**src/rtl/s2u_pkg.sv**
```systemverilog
`timescale 1ns / 1ps
`default_nettype none

package s2u_pkg;

   // Default sizes of the value and of the position counter.
   localparam int VALUE_BITS_DEFAULT    = 64;
   localparam int POSITION_BITS_DEFAULT = 12;

   localparam int CHAR_BITS = 8;
   localparam int BASE_BITS = 6;

   // Radix codes with a meaning of their own.
   localparam logic [BASE_BITS-1:0] BASE_AUTO    = 6'd0;
   localparam logic [BASE_BITS-1:0] BASE_MIN     = 6'd2;
   localparam logic [BASE_BITS-1:0] BASE_OCTAL   = 6'd8;
   localparam logic [BASE_BITS-1:0] BASE_DECIMAL = 6'd10;
   localparam logic [BASE_BITS-1:0] BASE_HEX     = 6'd16;
   localparam logic [BASE_BITS-1:0] BASE_MAX     = 6'd36;

   // Digit code for a byte that is no digit in any radix.
   localparam logic [BASE_BITS-1:0] NO_DIGIT = 6'd63;
   localparam logic [CHAR_BITS-1:0] LETTER_OFFSET = 8'd10;

   localparam logic [CHAR_BITS-1:0] CHAR_TAB     = 8'h09;
   localparam logic [CHAR_BITS-1:0] CHAR_CR      = 8'h0D;
   localparam logic [CHAR_BITS-1:0] CHAR_SPACE   = 8'h20;
   localparam logic [CHAR_BITS-1:0] CHAR_PLUS    = 8'h2B;
   localparam logic [CHAR_BITS-1:0] CHAR_MINUS   = 8'h2D;
   localparam logic [CHAR_BITS-1:0] CHAR_ZERO    = 8'h30;
   localparam logic [CHAR_BITS-1:0] CHAR_NINE    = 8'h39;
   localparam logic [CHAR_BITS-1:0] CHAR_UPPER_A = 8'h41;
   localparam logic [CHAR_BITS-1:0] CHAR_UPPER_X = 8'h58;
   localparam logic [CHAR_BITS-1:0] CHAR_UPPER_Z = 8'h5A;
   localparam logic [CHAR_BITS-1:0] CHAR_LOWER_A = 8'h61;
   localparam logic [CHAR_BITS-1:0] CHAR_LOWER_X = 8'h78;
   localparam logic [CHAR_BITS-1:0] CHAR_LOWER_Z = 8'h7A;

   // Status of one digit step.
   typedef struct packed {
      logic digit_ok;   // radix valid and digit below it
      logic overflow;   // accumulator * radix + digit does not fit
   } mac_status_type;

   // Digit value of a byte in radix 36, or NO_DIGIT.
   function automatic logic [BASE_BITS-1:0] digit_of(input logic [CHAR_BITS-1:0] c);
      logic [CHAR_BITS-1:0] diff;
      diff = '0;
      if (c >= CHAR_ZERO && c <= CHAR_NINE) begin
         diff = c - CHAR_ZERO;
      end else if (c >= CHAR_UPPER_A && c <= CHAR_UPPER_Z) begin
         diff = c - CHAR_UPPER_A + LETTER_OFFSET;
      end else if (c >= CHAR_LOWER_A && c <= CHAR_LOWER_Z) begin
         diff = c - CHAR_LOWER_A + LETTER_OFFSET;
      end else begin
         diff = CHAR_BITS'(NO_DIGIT);
      end
      return diff[BASE_BITS-1:0];
   endfunction

   function automatic logic is_space(input logic [CHAR_BITS-1:0] c);
      return (c == CHAR_SPACE) || (c >= CHAR_TAB && c <= CHAR_CR);
   endfunction

endpackage

`default_nettype wire

```
**src/rtl/s2u_digit_mac.sv**
```systemverilog
`timescale 1ns / 1ps
`default_nettype none

// One digit step: decodes the byte, checks it against the radix and forms
// accumulator * radix + digit at full width so that overflow is seen directly.
module s2u_digit_mac #(
   parameter int VALUE_BITS = s2u_pkg::VALUE_BITS_DEFAULT
) (
   input  wire logic [VALUE_BITS-1:0]          acc_value,
   input  wire logic [s2u_pkg::BASE_BITS-1:0]  digit_base,
   input  wire logic [s2u_pkg::CHAR_BITS-1:0]  char_byte,
   output logic      [VALUE_BITS-1:0]          acc_next,
   output s2u_pkg::mac_status_type             status
);

   localparam int WIDE_BITS = VALUE_BITS + s2u_pkg::BASE_BITS;

   logic [s2u_pkg::BASE_BITS-1:0] digit;
   logic                          base_ok;
   logic [WIDE_BITS-1:0]          product;

   always_comb begin
      digit   = s2u_pkg::digit_of(char_byte);
      base_ok = (digit_base >= s2u_pkg::BASE_MIN) && (digit_base <= s2u_pkg::BASE_MAX);
      product = ({{s2u_pkg::BASE_BITS{1'b0}}, acc_value} * WIDE_BITS'(digit_base))
              + WIDE_BITS'(digit);
      acc_next        = product[VALUE_BITS-1:0];
      status.digit_ok = base_ok && (digit < digit_base);
      status.overflow = |product[WIDE_BITS-1:VALUE_BITS];
   end

endmodule

`default_nettype wire

```
**src/rtl/string_to_unsigned_parser.sv**
```systemverilog
`timescale 1ns / 1ps
`default_nettype none

// Result path: a string's last character passes the input register, then the result register,
//   which raises rsp_tvalid and holds the result until it is taken.
// Throughput: one character per cycle, set by the single digit step (one multiply-add
//   by the radix plus the overflow check) between the input and the state registers. A
//   string's last character waits only while the previous result is still held on rsp.
// Reset (synchronous, active high) clears the parse state, the radix register and the valid
//   bits of both channel registers; no clearing pass, beats are taken once reset is released.
module string_to_unsigned_parser #(
   parameter  int VALUE_BITS    = s2u_pkg::VALUE_BITS_DEFAULT,
   parameter  int POSITION_BITS = s2u_pkg::POSITION_BITS_DEFAULT,
   localparam int RSP_DATA_BITS = ((VALUE_BITS + POSITION_BITS + 7) / 8) * 8
) (
   input  wire logic                              clock,
   input  wire logic                              reset,

   // Radix register write channel.
   input  wire logic                              csr_valid,
   output logic                                   csr_ready,
   input  wire logic [s2u_pkg::BASE_BITS-1:0]     csr_wdata,   // number_base

   // Character stream.
   input  wire logic                              req_tvalid,
   output logic                                   req_tready,
   input  wire logic [s2u_pkg::CHAR_BITS-1:0]     req_tdata,   // char_byte
   input  wire logic                              req_tlast,   // last_char

   // Result stream.
   output logic                                   rsp_tvalid,
   input  wire logic                              rsp_tready,
   output logic      [RSP_DATA_BITS-1:0]          rsp_tdata,   // parsed_value, end_position, zero pad
   output logic      [1:0]                        rsp_tuser    // overflow_flag, converted_flag
);

   localparam logic [POSITION_BITS-1:0] POS_MAX = {POSITION_BITS{1'b1}};

   // The phases of one string, in the order they are normally passed.
   typedef enum logic [2:0] {
      PH_SPACE,    // skipping leading white space
      PH_SIGN,     // sign taken, first digit expected
      PH_ZERO,     // a leading zero in automatic or hex radix
      PH_ZERO_X,   // zero then x, waiting for a hex digit
      PH_DIGITS,   // reading digits
      PH_DONE      // conversion stopped, rest of the string ignored
   } phase_type;

   // Input register.
   logic                           in_valid_ff;
   logic [s2u_pkg::CHAR_BITS-1:0]  in_char_ff;
   logic                           in_last_ff;

   // Radix register.
   logic [s2u_pkg::BASE_BITS-1:0]  number_base_ff;

   // Parse state and its next values.
   phase_type                      phase_ff,      phase_in;
   logic [VALUE_BITS-1:0]          acc_ff,        acc_in;
   logic                           negative_ff,   negative_in;
   logic                           overflow_ff,   overflow_in;
   logic                           seen_ff,       seen_in;
   logic [s2u_pkg::BASE_BITS-1:0]  active_base_ff, active_base_in;
   logic [POSITION_BITS-1:0]       index_ff,      index_in;
   logic [POSITION_BITS-1:0]       stop_ff,       stop_in;

   // Result register.
   logic                           rsp_valid_ff;
   logic [VALUE_BITS-1:0]          rsp_value_ff,    rsp_value_in;
   logic                           rsp_overflow_ff, rsp_overflow_in;
   logic                           rsp_conv_ff,     rsp_conv_in;
   logic [POSITION_BITS-1:0]       rsp_end_ff,      rsp_end_in;

   logic                           advance;
   logic                           in_accept;
   logic                           take_first;
   logic                           take_digit;
   logic [s2u_pkg::BASE_BITS-1:0]  base_start;
   logic [s2u_pkg::BASE_BITS-1:0]  base_first;
   logic [s2u_pkg::BASE_BITS-1:0]  mac_base;
   logic [VALUE_BITS-1:0]          mac_acc;
   s2u_pkg::mac_status_type        mac_status;
   logic [POSITION_BITS-1:0]       index_next;

   // The registered character moves on at once unless it ends a string and the
   // previous result still waits to be taken; only then does the input side stall.
   assign advance    = in_valid_ff && (!in_last_ff || !rsp_valid_ff || rsp_tready);
   assign req_tready = !in_valid_ff || advance;
   assign in_accept  = req_tvalid && req_tready;
   assign csr_ready  = 1'b1;

   assign rsp_tvalid = rsp_valid_ff;
   assign rsp_tdata  = RSP_DATA_BITS'({rsp_end_ff, rsp_value_ff});
   assign rsp_tuser  = {rsp_conv_ff, rsp_overflow_ff};

   assign index_next = (index_ff == POS_MAX) ? index_ff : index_ff + 1'b1;

   // The radix is sampled on the first character of each string; later writes
   // wait for the next string.
   always_comb begin
      base_start = (index_ff == '0) ? number_base_ff : active_base_ff;
      base_first = (base_start == s2u_pkg::BASE_AUTO) ? s2u_pkg::BASE_DECIMAL : base_start;
      case (phase_ff)
         PH_SPACE, PH_SIGN: begin
            mac_base = base_first;
         end
         PH_ZERO: begin
            mac_base = (active_base_ff == s2u_pkg::BASE_AUTO) ? s2u_pkg::BASE_OCTAL
                                                              : active_base_ff;
         end
         PH_ZERO_X: begin
            mac_base = s2u_pkg::BASE_HEX;
         end
         default: begin
            mac_base = active_base_ff;
         end
      endcase
   end

   s2u_digit_mac #(
      .VALUE_BITS (VALUE_BITS)
   ) u_digit_mac (
      .acc_value  (acc_ff),
      .digit_base (mac_base),
      .char_byte  (in_char_ff),
      .acc_next   (mac_acc),
      .status     (mac_status)
   );

   // Next parse state for the registered character.
   always_comb begin
      phase_in       = phase_ff;
      acc_in         = acc_ff;
      negative_in    = negative_ff;
      overflow_in    = overflow_ff;
      seen_in        = seen_ff;
      active_base_in = base_start;
      stop_in        = stop_ff;
      index_in       = index_next;
      take_first     = 1'b0;
      take_digit     = 1'b0;

      case (phase_ff)
         PH_SPACE: begin
            if (s2u_pkg::is_space(in_char_ff)) begin
               phase_in = PH_SPACE;
            end else if (in_char_ff == s2u_pkg::CHAR_MINUS) begin
               negative_in = 1'b1;
               phase_in    = PH_SIGN;
            end else if (in_char_ff == s2u_pkg::CHAR_PLUS) begin
               phase_in = PH_SIGN;
            end else begin
               take_first = 1'b1;
            end
         end
         PH_SIGN: begin
            take_first = 1'b1;
         end
         PH_ZERO: begin
            if (in_char_ff == s2u_pkg::CHAR_LOWER_X || in_char_ff == s2u_pkg::CHAR_UPPER_X) begin
               phase_in = PH_ZERO_X;
            end else begin
               active_base_in = mac_base;
               phase_in       = PH_DIGITS;
               take_digit     = 1'b1;
            end
         end
         PH_ZERO_X: begin
            // The prefix counts only when a hex digit follows it.
            if (s2u_pkg::digit_of(in_char_ff) < s2u_pkg::BASE_HEX) begin
               active_base_in = s2u_pkg::BASE_HEX;
               phase_in       = PH_DIGITS;
               take_digit     = 1'b1;
            end else begin
               phase_in = PH_DONE;
            end
         end
         PH_DIGITS: begin
            take_digit = 1'b1;
         end
         default: begin
            phase_in = phase_ff;
         end
      endcase

      if (take_first) begin
         if ((base_start == s2u_pkg::BASE_AUTO || base_start == s2u_pkg::BASE_HEX)
             && in_char_ff == s2u_pkg::CHAR_ZERO) begin
            // A leading zero is a digit already, whatever follows it.
            phase_in = PH_ZERO;
            seen_in  = 1'b1;
            stop_in  = index_next;
         end else begin
            // An invalid radix fails the digit check below and stops the parse.
            active_base_in = base_first;
            phase_in       = PH_DIGITS;
            take_digit     = 1'b1;
         end
      end

      if (take_digit) begin
         if (!mac_status.digit_ok) begin
            phase_in = PH_DONE;
         end else begin
            // Once overflow is seen the accumulator is frozen and further digits
            // only move the end position.
            if (overflow_ff || mac_status.overflow) begin
               overflow_in = 1'b1;
            end else begin
               acc_in = mac_acc;
            end
            seen_in = 1'b1;
            stop_in = index_next;
         end
      end
   end

   // Result for a string that ends with the registered character.
   always_comb begin
      if (overflow_in) begin
         rsp_value_in    = {VALUE_BITS{1'b1}};
         rsp_overflow_in = 1'b1;
         rsp_conv_in     = 1'b1;
         rsp_end_in      = stop_in;
      end else if (seen_in) begin
         rsp_value_in    = negative_in ? (VALUE_BITS'(0) - acc_in) : acc_in;
         rsp_overflow_in = 1'b0;
         rsp_conv_in     = 1'b1;
         rsp_end_in      = stop_in;
      end else begin
         rsp_value_in    = '0;
         rsp_overflow_in = 1'b0;
         rsp_conv_in     = 1'b0;
         rsp_end_in      = '0;
      end
   end

   always_ff @(posedge clock) begin
      if (reset) begin
         in_valid_ff    <= 1'b0;
         number_base_ff <= s2u_pkg::BASE_AUTO;
         phase_ff       <= PH_SPACE;
         acc_ff         <= '0;
         negative_ff    <= 1'b0;
         overflow_ff    <= 1'b0;
         seen_ff        <= 1'b0;
         active_base_ff <= s2u_pkg::BASE_AUTO;
         index_ff       <= '0;
         stop_ff        <= '0;
         rsp_valid_ff   <= 1'b0;
      end else begin
         if (csr_valid) begin
            number_base_ff <= csr_wdata;
         end

         if (in_accept) begin
            in_valid_ff <= 1'b1;
            in_char_ff  <= req_tdata;
            in_last_ff  <= req_tlast;
         end else if (advance) begin
            in_valid_ff <= 1'b0;
         end

         if (rsp_valid_ff && rsp_tready) begin
            rsp_valid_ff <= 1'b0;
         end

         if (advance) begin
            if (in_last_ff) begin
               // Deliver the result and start the next string from scratch.
               rsp_valid_ff    <= 1'b1;
               rsp_value_ff    <= rsp_value_in;
               rsp_overflow_ff <= rsp_overflow_in;
               rsp_conv_ff     <= rsp_conv_in;
               rsp_end_ff      <= rsp_end_in;
               phase_ff        <= PH_SPACE;
               acc_ff          <= '0;
               negative_ff     <= 1'b0;
               overflow_ff     <= 1'b0;
               seen_ff         <= 1'b0;
               active_base_ff  <= s2u_pkg::BASE_AUTO;
               index_ff        <= '0;
               stop_ff         <= '0;
            end else begin
               phase_ff        <= phase_in;
               acc_ff          <= acc_in;
               negative_ff     <= negative_in;
               overflow_ff     <= overflow_in;
               seen_ff         <= seen_in;
               active_base_ff  <= active_base_in;
               index_ff        <= index_in;
               stop_ff         <= stop_in;
            end
         end
      end
   end

endmodule

`default_nettype wire
```
**config.mk**
```make
export PLATFORM = sky130hd
export DESIGN_NAME = string_to_unsigned_parser
export DESIGN_NICKNAME = d
export VERILOG_FILES = /design/src/rtl/s2u_pkg.sv /design/src/rtl/s2u_digit_mac.sv /design/src/rtl/string_to_unsigned_parser.sv
export SDC_FILE = /design/constraint.sdc
export NUM_CORES = 1
export LEC_CHECK = 0
export BUFFER_PORTS_ARGS = -buffer_cell sky130_fd_sc_hd__buf_2
export CORE_MARGIN = 2
export CORE_UTILIZATION = 45
export DETAILED_ROUTE_END_ITERATION = 12
export GPL_TIMING_DRIVEN = 0
export PLACE_DENSITY = 0.64
export SYNTH_ARGS = -nofsm -noshare
export SYNTH_HDL_FRONTEND = slang
export SYNTH_SLANG_ARGS = --single-unit
```
**constraint.sdc**
```tcl
create_clock -name clock -period 11.6 [get_ports clock]
set_input_delay 1.74 -clock clock [delete_from_list [all_inputs] [get_ports clock]]
set_output_delay 1.74 -clock clock [all_outputs]
set_load 0.005 [all_outputs]
```
; ---- Word-level counts from Yosys, hierarchy flattened
; Index checks and enable logic that the tools add are counted.
[op_classes]
bitwise_logic = 1
n_eq_ne = 12
mul = 1
magnitude_cmp = 12
n_reduce_logical = 29
n_addsub = 8
muxes = 69
[ops]
columns = cell, count
row1 = 2-to-1 mux 64 bit, 6
row2 = 2-to-1 mux 12 bit, 9
row3 = 2-to-1 mux 6 bit, 12
row4 = adder 70 x 6 -> 70 bit, 1
row5 = multiplier 64 x 6 -> 70 bit, 1
row6 = subtractor 1 x 64 -> 64 bit (first input constant), 1
row7 = equality test 8 x 6 -> 1 bit (second input constant), 4
row8 = 2-to-1 mux 1 bit, 28
row9 = 2-to-1 mux 3 bit, 9
row10 = case mux 6 bit (3 select lines), 1
row11 = equality test 8 x 7 -> 1 bit (second input constant), 2
row12 = greater-or-equal comparator 8 x 7 -> 1 bit (second input constant), 2
row13 = less-or-equal comparator 8 x 7 -> 1 bit (second input constant), 2
row14 = adder 12 x 1 -> 12 bit (second input constant), 1
row15 = adder 6 x 4 -> 6 bit (second input constant), 2
row16 = equality test 12 bit (second input constant), 1
row17 = logical NOT 12 bit, 1
row18 = logical NOT 6 bit, 2
row19 = case mux 6 bit (2 select lines), 1
row20 = subtractor 6 bit (second input constant), 2
row21 = logical AND 1 bit, 10
row22 = case mux 3 bit (3 select lines), 1
row23 = greater-or-equal comparator 8 x 4 -> 1 bit (second input constant), 1
row24 = greater-or-equal comparator 8 x 6 -> 1 bit (second input constant), 1
row25 = other kinds (22), 31
[word_totals]
input_bits = 20
out_inout_bits = 85
regBits = 195
word_cells = 149

; ---- Depth between registers and ports, before layout
; Gate-level depths: netlist (run 1).
[logic_depth]
ltp_word = 15
ltp_mapped = 42
mapped_depth_nobuf = 36

; ---- By module
; A second synthesis (run 1) with hierarchy kept.
[hier_totals]
cells_unflattened = 3023
hier_area_um2 = 25471.9
[by_module_without_submodules]
columns = mod, area_each_um2, n_inst, seq_area_each_um2, cells_each
row1 = s2u_digit_mac, 13644.3, 1, 0.0, 1681
row2 = string_to_unsigned_parser, 11827.6, 1, 4774.6, 1342

; ---- Worst setup path after synthesis (run 1)
; No wires, ideal clock.
[synth_path]
path_type = register -> register
startpoint = reg index_ff[0]
endpoint = reg rsp_value_ff[62], data pin
required_ns = 11.465
slack_ns = 1.117
setup_time_ns = 0.135
synth_period_minus_slack_ns = 10.483
path_stages_with_launch = 42
arrival_time_ns = 10.348
path_buffers = 7
path_cell_list = dfxtp_1 > inv_1 > ha_1 > nor4b_2 > and3_1 > buf_2 > mux2i_1 > a21bo_1 > a22oi_2 > clkbuf_1 > clkbuf_1 > nand2b_1 > fa_1 > fa_1 > inv_1 > fa_1 > inv_1 > fa_1 > [... 6 more ...] > o31ai_2 > o41ai_1 > xor2_1 > or4_1 > buf_2 > nor2_2 > buf_2 > buf_1 > mux2i_1 > ha_1 > clkbuf_1 > nand3_1 > nor4b_1 > nand3_1 > o21ai_0 > nand3_1 > or4_1 > nand3_1
[synth_via]
elab_chain_len = 15
elab_cells_between_ends = 32
classes_between = add/sub: 2 / mul: 1 / order compare: 3 / eq/ne: 1 / mux: 17 / reduce/logical: 8
[synth_rtl]
columns = element, line
row1 = from (decl), string_to_unsigned_parser.sv:64  ; logic [POSITION_BITS-1:0] index_ff, index_in;
row2 = from (signal assigned), string_to_unsigned_parser.sv:291  ; index_ff <= index_in;
row3 = logical NOT 12 bit *, string_to_unsigned_parser.sv:101  ; base_start = (index_ff == '0) ? number_base_ff : active_base_ff;
row4 = 2-to-1 mux 6 bit *, string_to_unsigned_parser.sv:101
row5 = logical NOT 6 bit, "string_to_unsigned_parser.sv:102, string_to_unsigned_parser.sv:187"
row6 = 2-to-1 mux 6 bit, string_to_unsigned_parser.sv:102  ; base_first = (base_start == s2u_pkg::BASE_AUTO) ? s2u_pkg::BASE_DECIMAL : base_start;
row7 = case mux 6 bit (3 select lines), string_to_unsigned_parser.sv:103  ; case (phase_ff)
row8 = multiplier 64 x 6 -> 70 bit, s2u_digit_mac.sv:25  ; product = ({{s2u_pkg::BASE_BITS{1'b0}}, acc_value} * WIDE_BITS'(digit_base))
row9 = adder 70 x 6 -> 70 bit, s2u_digit_mac.sv:26  ; + WIDE_BITS'(digit);
row10 = OR reduction 6 bit, s2u_digit_mac.sv:29  ; status.overflow = |product[WIDE_BITS-1:VALUE_BITS];
row11 = logical OR 1 bit, string_to_unsigned_parser.sv:207  ; if (overflow_ff || mac_status.overflow) begin
row12 = 2-to-1 mux 64 bit, string_to_unsigned_parser.sv:207
row13 = 2-to-1 mux 64 bit, string_to_unsigned_parser.sv:202  ; if (!mac_status.digit_ok) begin
row14 = 2-to-1 mux 64 bit, string_to_unsigned_parser.sv:201  ; if (take_digit) begin
row15 = subtractor 1 x 64 -> 64 bit, string_to_unsigned_parser.sv:226  ; rsp_value_in = negative_in ? (VALUE_BITS'(0) - acc_in) : acc_in;
row16 = 2-to-1 mux 64 bit, string_to_unsigned_parser.sv:226
row17 = 2-to-1 mux 64 bit, string_to_unsigned_parser.sv:225  ; end else if (seen_in) begin
row18 = to (signal assigned), string_to_unsigned_parser.sv:272  ; rsp_value_ff <= rsp_value_in;
row19 = to (decl), string_to_unsigned_parser.sv:69  ; logic [VALUE_BITS-1:0] rsp_value_ff, rsp_value_in;
; Mark *: on every way between the ends. The rest lies on a longest branch, timed or not.
; A chain may end at the register's enable or synchronous reset.

; ---- Worst setup path after layout (run 1)
[layout_path]
startpoint = reg index_ff[0]
endpoint = reg rsp_value_ff[36], data pin
; The elaborated chain is that of the path after synthesis.

==> results.toml, run 1 <==
[run_status]
status = "complete, no violations"

[placement]
dp_slack_ns = -4.29
port-buffer-count = 97
placed_cells = 3858
detailedPlacementHpwl_mm = 84.5
gp_routability_congestion = 1.02

[power]
static-leakage-power_uw = 0.0127
power.share.clock_pct = 33.2
switchingPower_uw = 685
power.ir.vdd_worst_mv = 0.126
fraction_of_power_consumed_by_combinational_cells_pct = 27.8
power_density_nw_per_um2 = 65.7
cell_internal_pwr_uw = 1190
power.share.switching_pct = 36.6
design_power_total_uw = 1870
sequential_power_share_pct = 39.0

[route]
drtPass1Iterations = 8
route.detailed.drc = 0
routed-via-count = 25000
routed_via_density = 6.40
drt-total-wl_mm = 105
detailedRoute.firstIterationViolations = 2960
avgRoutedWirePerCell_um = 26.8
antenna_violating_nets_post_route = 0

[finish]
n_fill_cell = 5572
drive_above_1_share_pct = 10.0
multi_input_comb_area_um2 = 20300
area_growth_pct = 10.2
final-seq-area_um2 = 4770
finalNetCount = 3569
stdcell_count = 3903

[floorplan]
fp.dieArea_um2 = 59400
die-width_um = 244
die_h_um = 244
design.core.area_um2 = 56600
initial_core_util_pct = 45.7
floorplan.io_pins = 105
num_rows = 87

[clock_tree]
tritoncts = "done"
cts-root-to-sink-buffers = 2
clock_sinks = 195
path_clk_slew_ns = 0.08
ctsRootBufferMaster = "sky130_fd_sc_hd__clkbuf_16"
clk_latency_ns = 0.48
total_cts_buffers = 17
htree_num_levels = 4
cts.hold.buffers_added = 0

[timing]
hold_slack_ns = 0.511
report.final.slew_viol_count = 0
finalHoldViolations = 0
worst_pin_slew_ns = 1.19
count_of_endpoints_failing_setup_in_the_final_report = 0
achievable-frequency_mhz = 87.6
finalSetupTns_ns = 0
fin_crit_ns = 11.42
fin_skew_ns = 0.0191
slew_headroom_pct = 20.4
post-route-worst-setup-slack_ns = 0.183
final.period_utilization_pct = 98.4

[logic_synthesis]
synth.most_common_cell = "sky130_fd_sc_hd__nor2_1"
ys_warn_count = 0
synth_top_area_share_pct = 19.5
synthDistinctLibCells = 100
synth_async_sr_flop_share_pct = 0
synth-seq-cells = 195
synth_top_area_cell = "sky130_fd_sc_hd__fa_1"
netlist_area_before_placement_um2 = 25900
synth_enable_flop_cells = 87
synthesis.instances = 2999
share_of_synthesized_area_occupied_by_flip_flops_and_latches_pct = 18.5
ys_top_cells_by_area = "sky130_fd_sc_hd__fa_1 20%, sky130_fd_sc_hd__edfxtp_1 10%, sky130_fd_sc_hd__dfxtp_1 8.4%"
ys_dominant_reg_cell = "sky130_fd_sc_hd__dfxtp_1"
syn_avg_cell_area_um2 = 8.62
synth.top_cells.by_count = "300 x sky130_fd_sc_hd__nor2_1, 252 x sky130_fd_sc_hd__fa_1, 206 x sky130_fd_sc_hd__and2_1, 200 x sky130_fd_sc_hd__nor2b_1, 180 x sky130_fd_sc_hd__a21oi_1"

[critical_path]
timing.critical_path.mode_cell = "sky130_fd_sc_hd__inv_1"
crit_type = "register to register"
critical_path.startpoint_type = "register"
largest_fanout_on_the_critical_path = 10
cp.required_ns = 11.80
crit_family = "compound AO/OA/AOI/OAI gates"
endpoint_kind = "register"
crit_path_max_incr_delay_ns = 0.60
worst-r2r-setup-slack_ns = 0.18
critPathArrivalTime_ns = 11.61
worstPathBufferInverterCount = 12
cp_slowest_cell = "sky130_fd_sc_hd__fa_1"

[grt]
grt_pass1_wl_mm = 156
grt_antenna_before_repair = 1
total_global_route_track_usage_pct = 35.0
maximum_number_of_pins_on_one_net_before_global_route_repair = 39
grt_remaining_overflow = 0
first_global_vias = 24400

[job]
timing.max_cap.violations = 0

[hold_path]
hold_path.class = "register to register"
repair_timing:
item | 4_1_cts | 5_1_grt
buffers inserted | 8 | 11
gates resized for setup | 71 | 77
setup endpoints to repair | 143 | 96
pin swaps | 5 | 11
stage by stage:
stage               utilization (%)  cell area (um2)
detailed placement             48.4            27400
global route                   50.4            28500
finish                         50.4            28500
floorplan                         -            25900
global placement               48.2            27300
CTS                            49.9            28200
final cells by class:
| type | count | share of cell area (%) |
|---|---|---|
| tap | 756 | 3.32 |
| multi-input combinational | 2519 | 71.1 |
| clock buffer | 20 | 1.53 |
| buffer | 202 | 3.34 |
| inverter | 79 | 1.04 |
| timing repair buffer | 119 | 2.40 |
| sequential | 195 | 16.8 |
| clock inverter | 12 | 0.514 |
| antenna | 1 | 0.00878 |
logic make-up (layout without fill, tap and decap cells):
group	Yosys count	after routing	synth area share (%)
AND/OR/NAND/NOR	1188	1188	24.3
other	2	6	0.0290
multiplexers	75	75	2.97
XOR/XNOR	108	108	3.66
buffers and inverters	288	432	4.49
flip-flops	195	195	18.5
AO/OA/AOI/OAI	727	727	18.7
adder cells (fa/ha/maj)	416	416	27.4
power by group through the flow:
stage	registers, uW	logic, uW	clock network [uW]
floorplan	744	259	0
global placement	746	454	0
detailed placement	745	457	0
CTS	730	483	624
global route	731	537	648
finish	730	521	621
worst paths after layout:
check	start	to	cells past startpoint
hold reg to reg	stop_ff[6]	stop_ff[6]	2
setup reg to reg	index_ff[0]	rsp_value_ff[36]	40
hold / removal	stop_ff[6]	stop_ff[6]	2
setup / recovery	index_ff[0]	rsp_value_ff[36]	40
placed cells by master, fill, tap and decap left out, drive strengths merged, types with 68 or more instances in the layout:
cell type	count
fa	252
nor2b	200
o21ai	170
edfxtp	87
ha	164
buf	162
nand2	156
clkbuf	179
a22oi	68
nor2	301
a21oi	180
and2	208
inv	83
dfxtp	108
worst reg2reg max path, delay by kind of cell (launching register included):
family,cells,cell delay (ns)
xor gates and xnor gates,2,0.43
muxes,1,0.31
buffers and inverters,12,2.27
AOI/OAI and AO/OA,10,2.86
adders and majority gates,7,2.73
and+or+nand+nor,8,2.14
DFF,1,0.37
registers in the layout, summed over array words and instances (netlist names), 3 cells and up:
signal / count
stop_ff: 12
rsp_value_ff: 64
acc_ff: 64
active_base_ff: 6
phase_ff: 3
number_base_ff: 6
rsp_end_ff: 12
index_ff: 12
in_char_ff: 8
layer usage:
layer | track usage [%] | vias to the layer above | routed length [um]
met3 | 6.00 | 239 | 9370
met4 | 17.5 | 0 | 5880
met2 | 53.5 | 1304 | 46100
met1 | 47.7 | 12500 | 43200
met5 | 0 | - | 0
li1 | - | 10900 | -
(Power assumes the default switching activity.)
==> run 2, diff against run 1 <==
--- a/config.mk
+++ b/config.mk
@@ -6,6 +6,7 @@
 export NUM_CORES = 1
 export LEC_CHECK = 0
 export BUFFER_PORTS_ARGS = -buffer_cell sky130_fd_sc_hd__buf_2
+export CORE_ASPECT_RATIO = 1.5
 export CORE_MARGIN = 2
 export CORE_UTILIZATION = 45
 export DETAILED_ROUTE_END_ITERATION = 12
==> run 2 against run 1 <==
Clock skew rose by 0.0040 ns. Via count fell by 1.0%. Critical path type unchanged. Sequential power barely moved. Die area barely moved. Count of clock-buffer cells in the layout fell by 2.
==> results.toml, run 2 (synthesis gave the netlist of run 1 again) <==
[run_status]
status = "complete, no violations"

[placement]
dp_slack_ns = -3.75
gp_routability_congestion = 1.02
detailedPlacementHpwl_mm = 86.2
port-buffer-count = 97

[finish]
final_util_pct = 50.2
mostFrequentLayoutCells = "299 x sky130_fd_sc_hd__nor2_1, 252 x sky130_fd_sc_hd__fa_1, 206 x sky130_fd_sc_hd__and2_1"
insertedDiodeCount = 0
layout_top_registers = "acc_ff: 64 flops, rsp_value_ff: 64 flops"
area_growth_pct = 10.1
drive_above_1_share_pct = 9.82
finalNetCount = 3559
layout.cells.most_common = "sky130_fd_sc_hd__nor2_1"

[timing]
count_of_endpoints_failing_setup_in_the_final_report = 0
worst_pin_slew_ns = 1.16
finalHoldViolations = 0
post-route-worst-setup-slack_ns = 0.163
grt_setup_unrepaired = "false"
fin_crit_ns = 11.44
slew_headroom_pct = 22.4
finalSetupTns_ns = 0
final.period_utilization_pct = 98.6
achievable-frequency_mhz = 87.4
fin_skew_ns = 0.0231
hold_slack_ns = 0.495
report.final.slew_viol_count = 0

[critical_path]
cp_slowest_cell = "sky130_fd_sc_hd__or4_1"
endpoint_kind = "register"
worst-r2r-setup-slack_ns = 0.16
cp.required_ns = 11.91
crit_path_max_incr_delay_ns = 0.64
timing.critical_path.mode_cell = "sky130_fd_sc_hd__fa_1"
critPathArrivalTime_ns = 11.75
crit_type = "register to register"
critical_path.startpoint_type = "register"
largest_fanout_on_the_critical_path = 10

[route]
route.detailed.drc = 0
routed_via_density = 6.34
antenna_violating_nets_post_route = 0
drtPass1Iterations = 9
avgRoutedWirePerCell_um = 27.3
drt-total-wl_mm = 107
detailedRoute.firstIterationViolations = 2139
routed-via-count = 24700

[power]
sequential_power_share_pct = 39.0
power.ir.vdd_worst_mv = 0.113
static-leakage-power_uw = 0.0127
cell_internal_pwr_uw = 1160
power.share.clock_pct = 34.3
design_power_total_uw = 1870
fraction_of_power_consumed_by_combinational_cells_pct = 26.7
switchingPower_uw = 711
power.share.switching_pct = 38.0
power_density_nw_per_um2 = 65.7

[grt]
grt_antenna_before_repair = 4
first_global_vias = 25000
grt_pass1_wl_mm = 157
maximum_number_of_pins_on_one_net_before_global_route_repair = 36
grt_remaining_overflow = 0
total_global_route_track_usage_pct = 36.1

[clock_tree]
tritoncts = "done"
ctsRootBufferMaster = "sky130_fd_sc_hd__clkbuf_16"
htree_num_levels = 4
path_clk_slew_ns = 0.08
clk_latency_ns = 0.49
cts.hold.buffers_added = 0
total_cts_buffers = 17
cts-root-to-sink-buffers = 2
clock_sinks = 195

[floorplan]
die-width_um = 200
design.core.area_um2 = 56800
initial_core_util_pct = 45.6
die_h_um = 298
num_rows = 107
fp.dieArea_um2 = 59400
floorplan.io_pins = 105

[hold_path]
hold_path.class = "register to register"

[job]
timing.max_cap.violations = 0
[run 2: routing by layer]
layer / routed length [um] / global-route usage, % / up-vias
li1: - / - / 10900
met1: 38400 / 40.7 / 12200
met2: 50600 / 59.8 / 1175
met3: 6690 / 4.89 / 420
met4: 11000 / 30.4 / 2
met5: 12 / 0 / -
[run 2: worst paths after layout]
path,cells after the start,start,to
worst max-delay path,35,index_ff[2],rsp_value_ff[52]
worst min-delay path,2,stop_ff[6],stop_ff[6]
worst max register to register,35,index_ff[2],rsp_value_ff[52]
worst min register to register,2,stop_ff[6],stop_ff[6]
[run 2: cell type report]
| type | instances | area, um2 |
|---|---|---|
| Buffer | 199 | 925 |
| Clock buffer | 18 | 450 |
| Clock inverter | 14 | 171 |
| Fill cell | 5598 | 28300 |
| Inverter | 79 | 297 |
| Multi-Input combinational cell | 2519 | 20300 |
| Sequential cell | 195 | 4770 |
| Tap cell | 763 | 955 |
| Timing Repair Buffer | 112 | 628 |
[run 2: what timing repair did]
action | 4_1_cts | 5_1_grt
pin swaps | 9 | 6
gates resized for setup | 75 | 61
endpoints found under the setup margin | 133 | 84
buffers inserted | 7 | 4
gates cloned | 0 | 0
[run 2: critical path, delay by kind of cell, from the launching register on]
kind	cells	cell delay [ns]
mux	2	0.46
fa+ha+maj	6	2.50
buf+inv	7	1.90
xor+xnor	1	0.19
compound gates	9	2.75
flops	1	0.30
simple gates	10	3.09
[run 2: power groups by stage]
stage / logic [uW] / registers, uW / clock network [uW]
2_1_floorplan: 259 / 744 / 0
4_1_cts: 473 / 729 / 645
3_5_place_dp: 457 / 745 / 0
3_3_place_gp: 453 / 745 / 0
6_report: 500 / 729 / 641
5_1_grt: 517 / 730 / 667
[run 2: through the flow]
step,cell area [um2],cells
6_report,28500,3899
5_1_grt,28500,3899
4_1_cts,28300,3899
3_5_place_dp,27400,3866
3_3_place_gp,27300,3862
2_1_floorplan,25900,3002
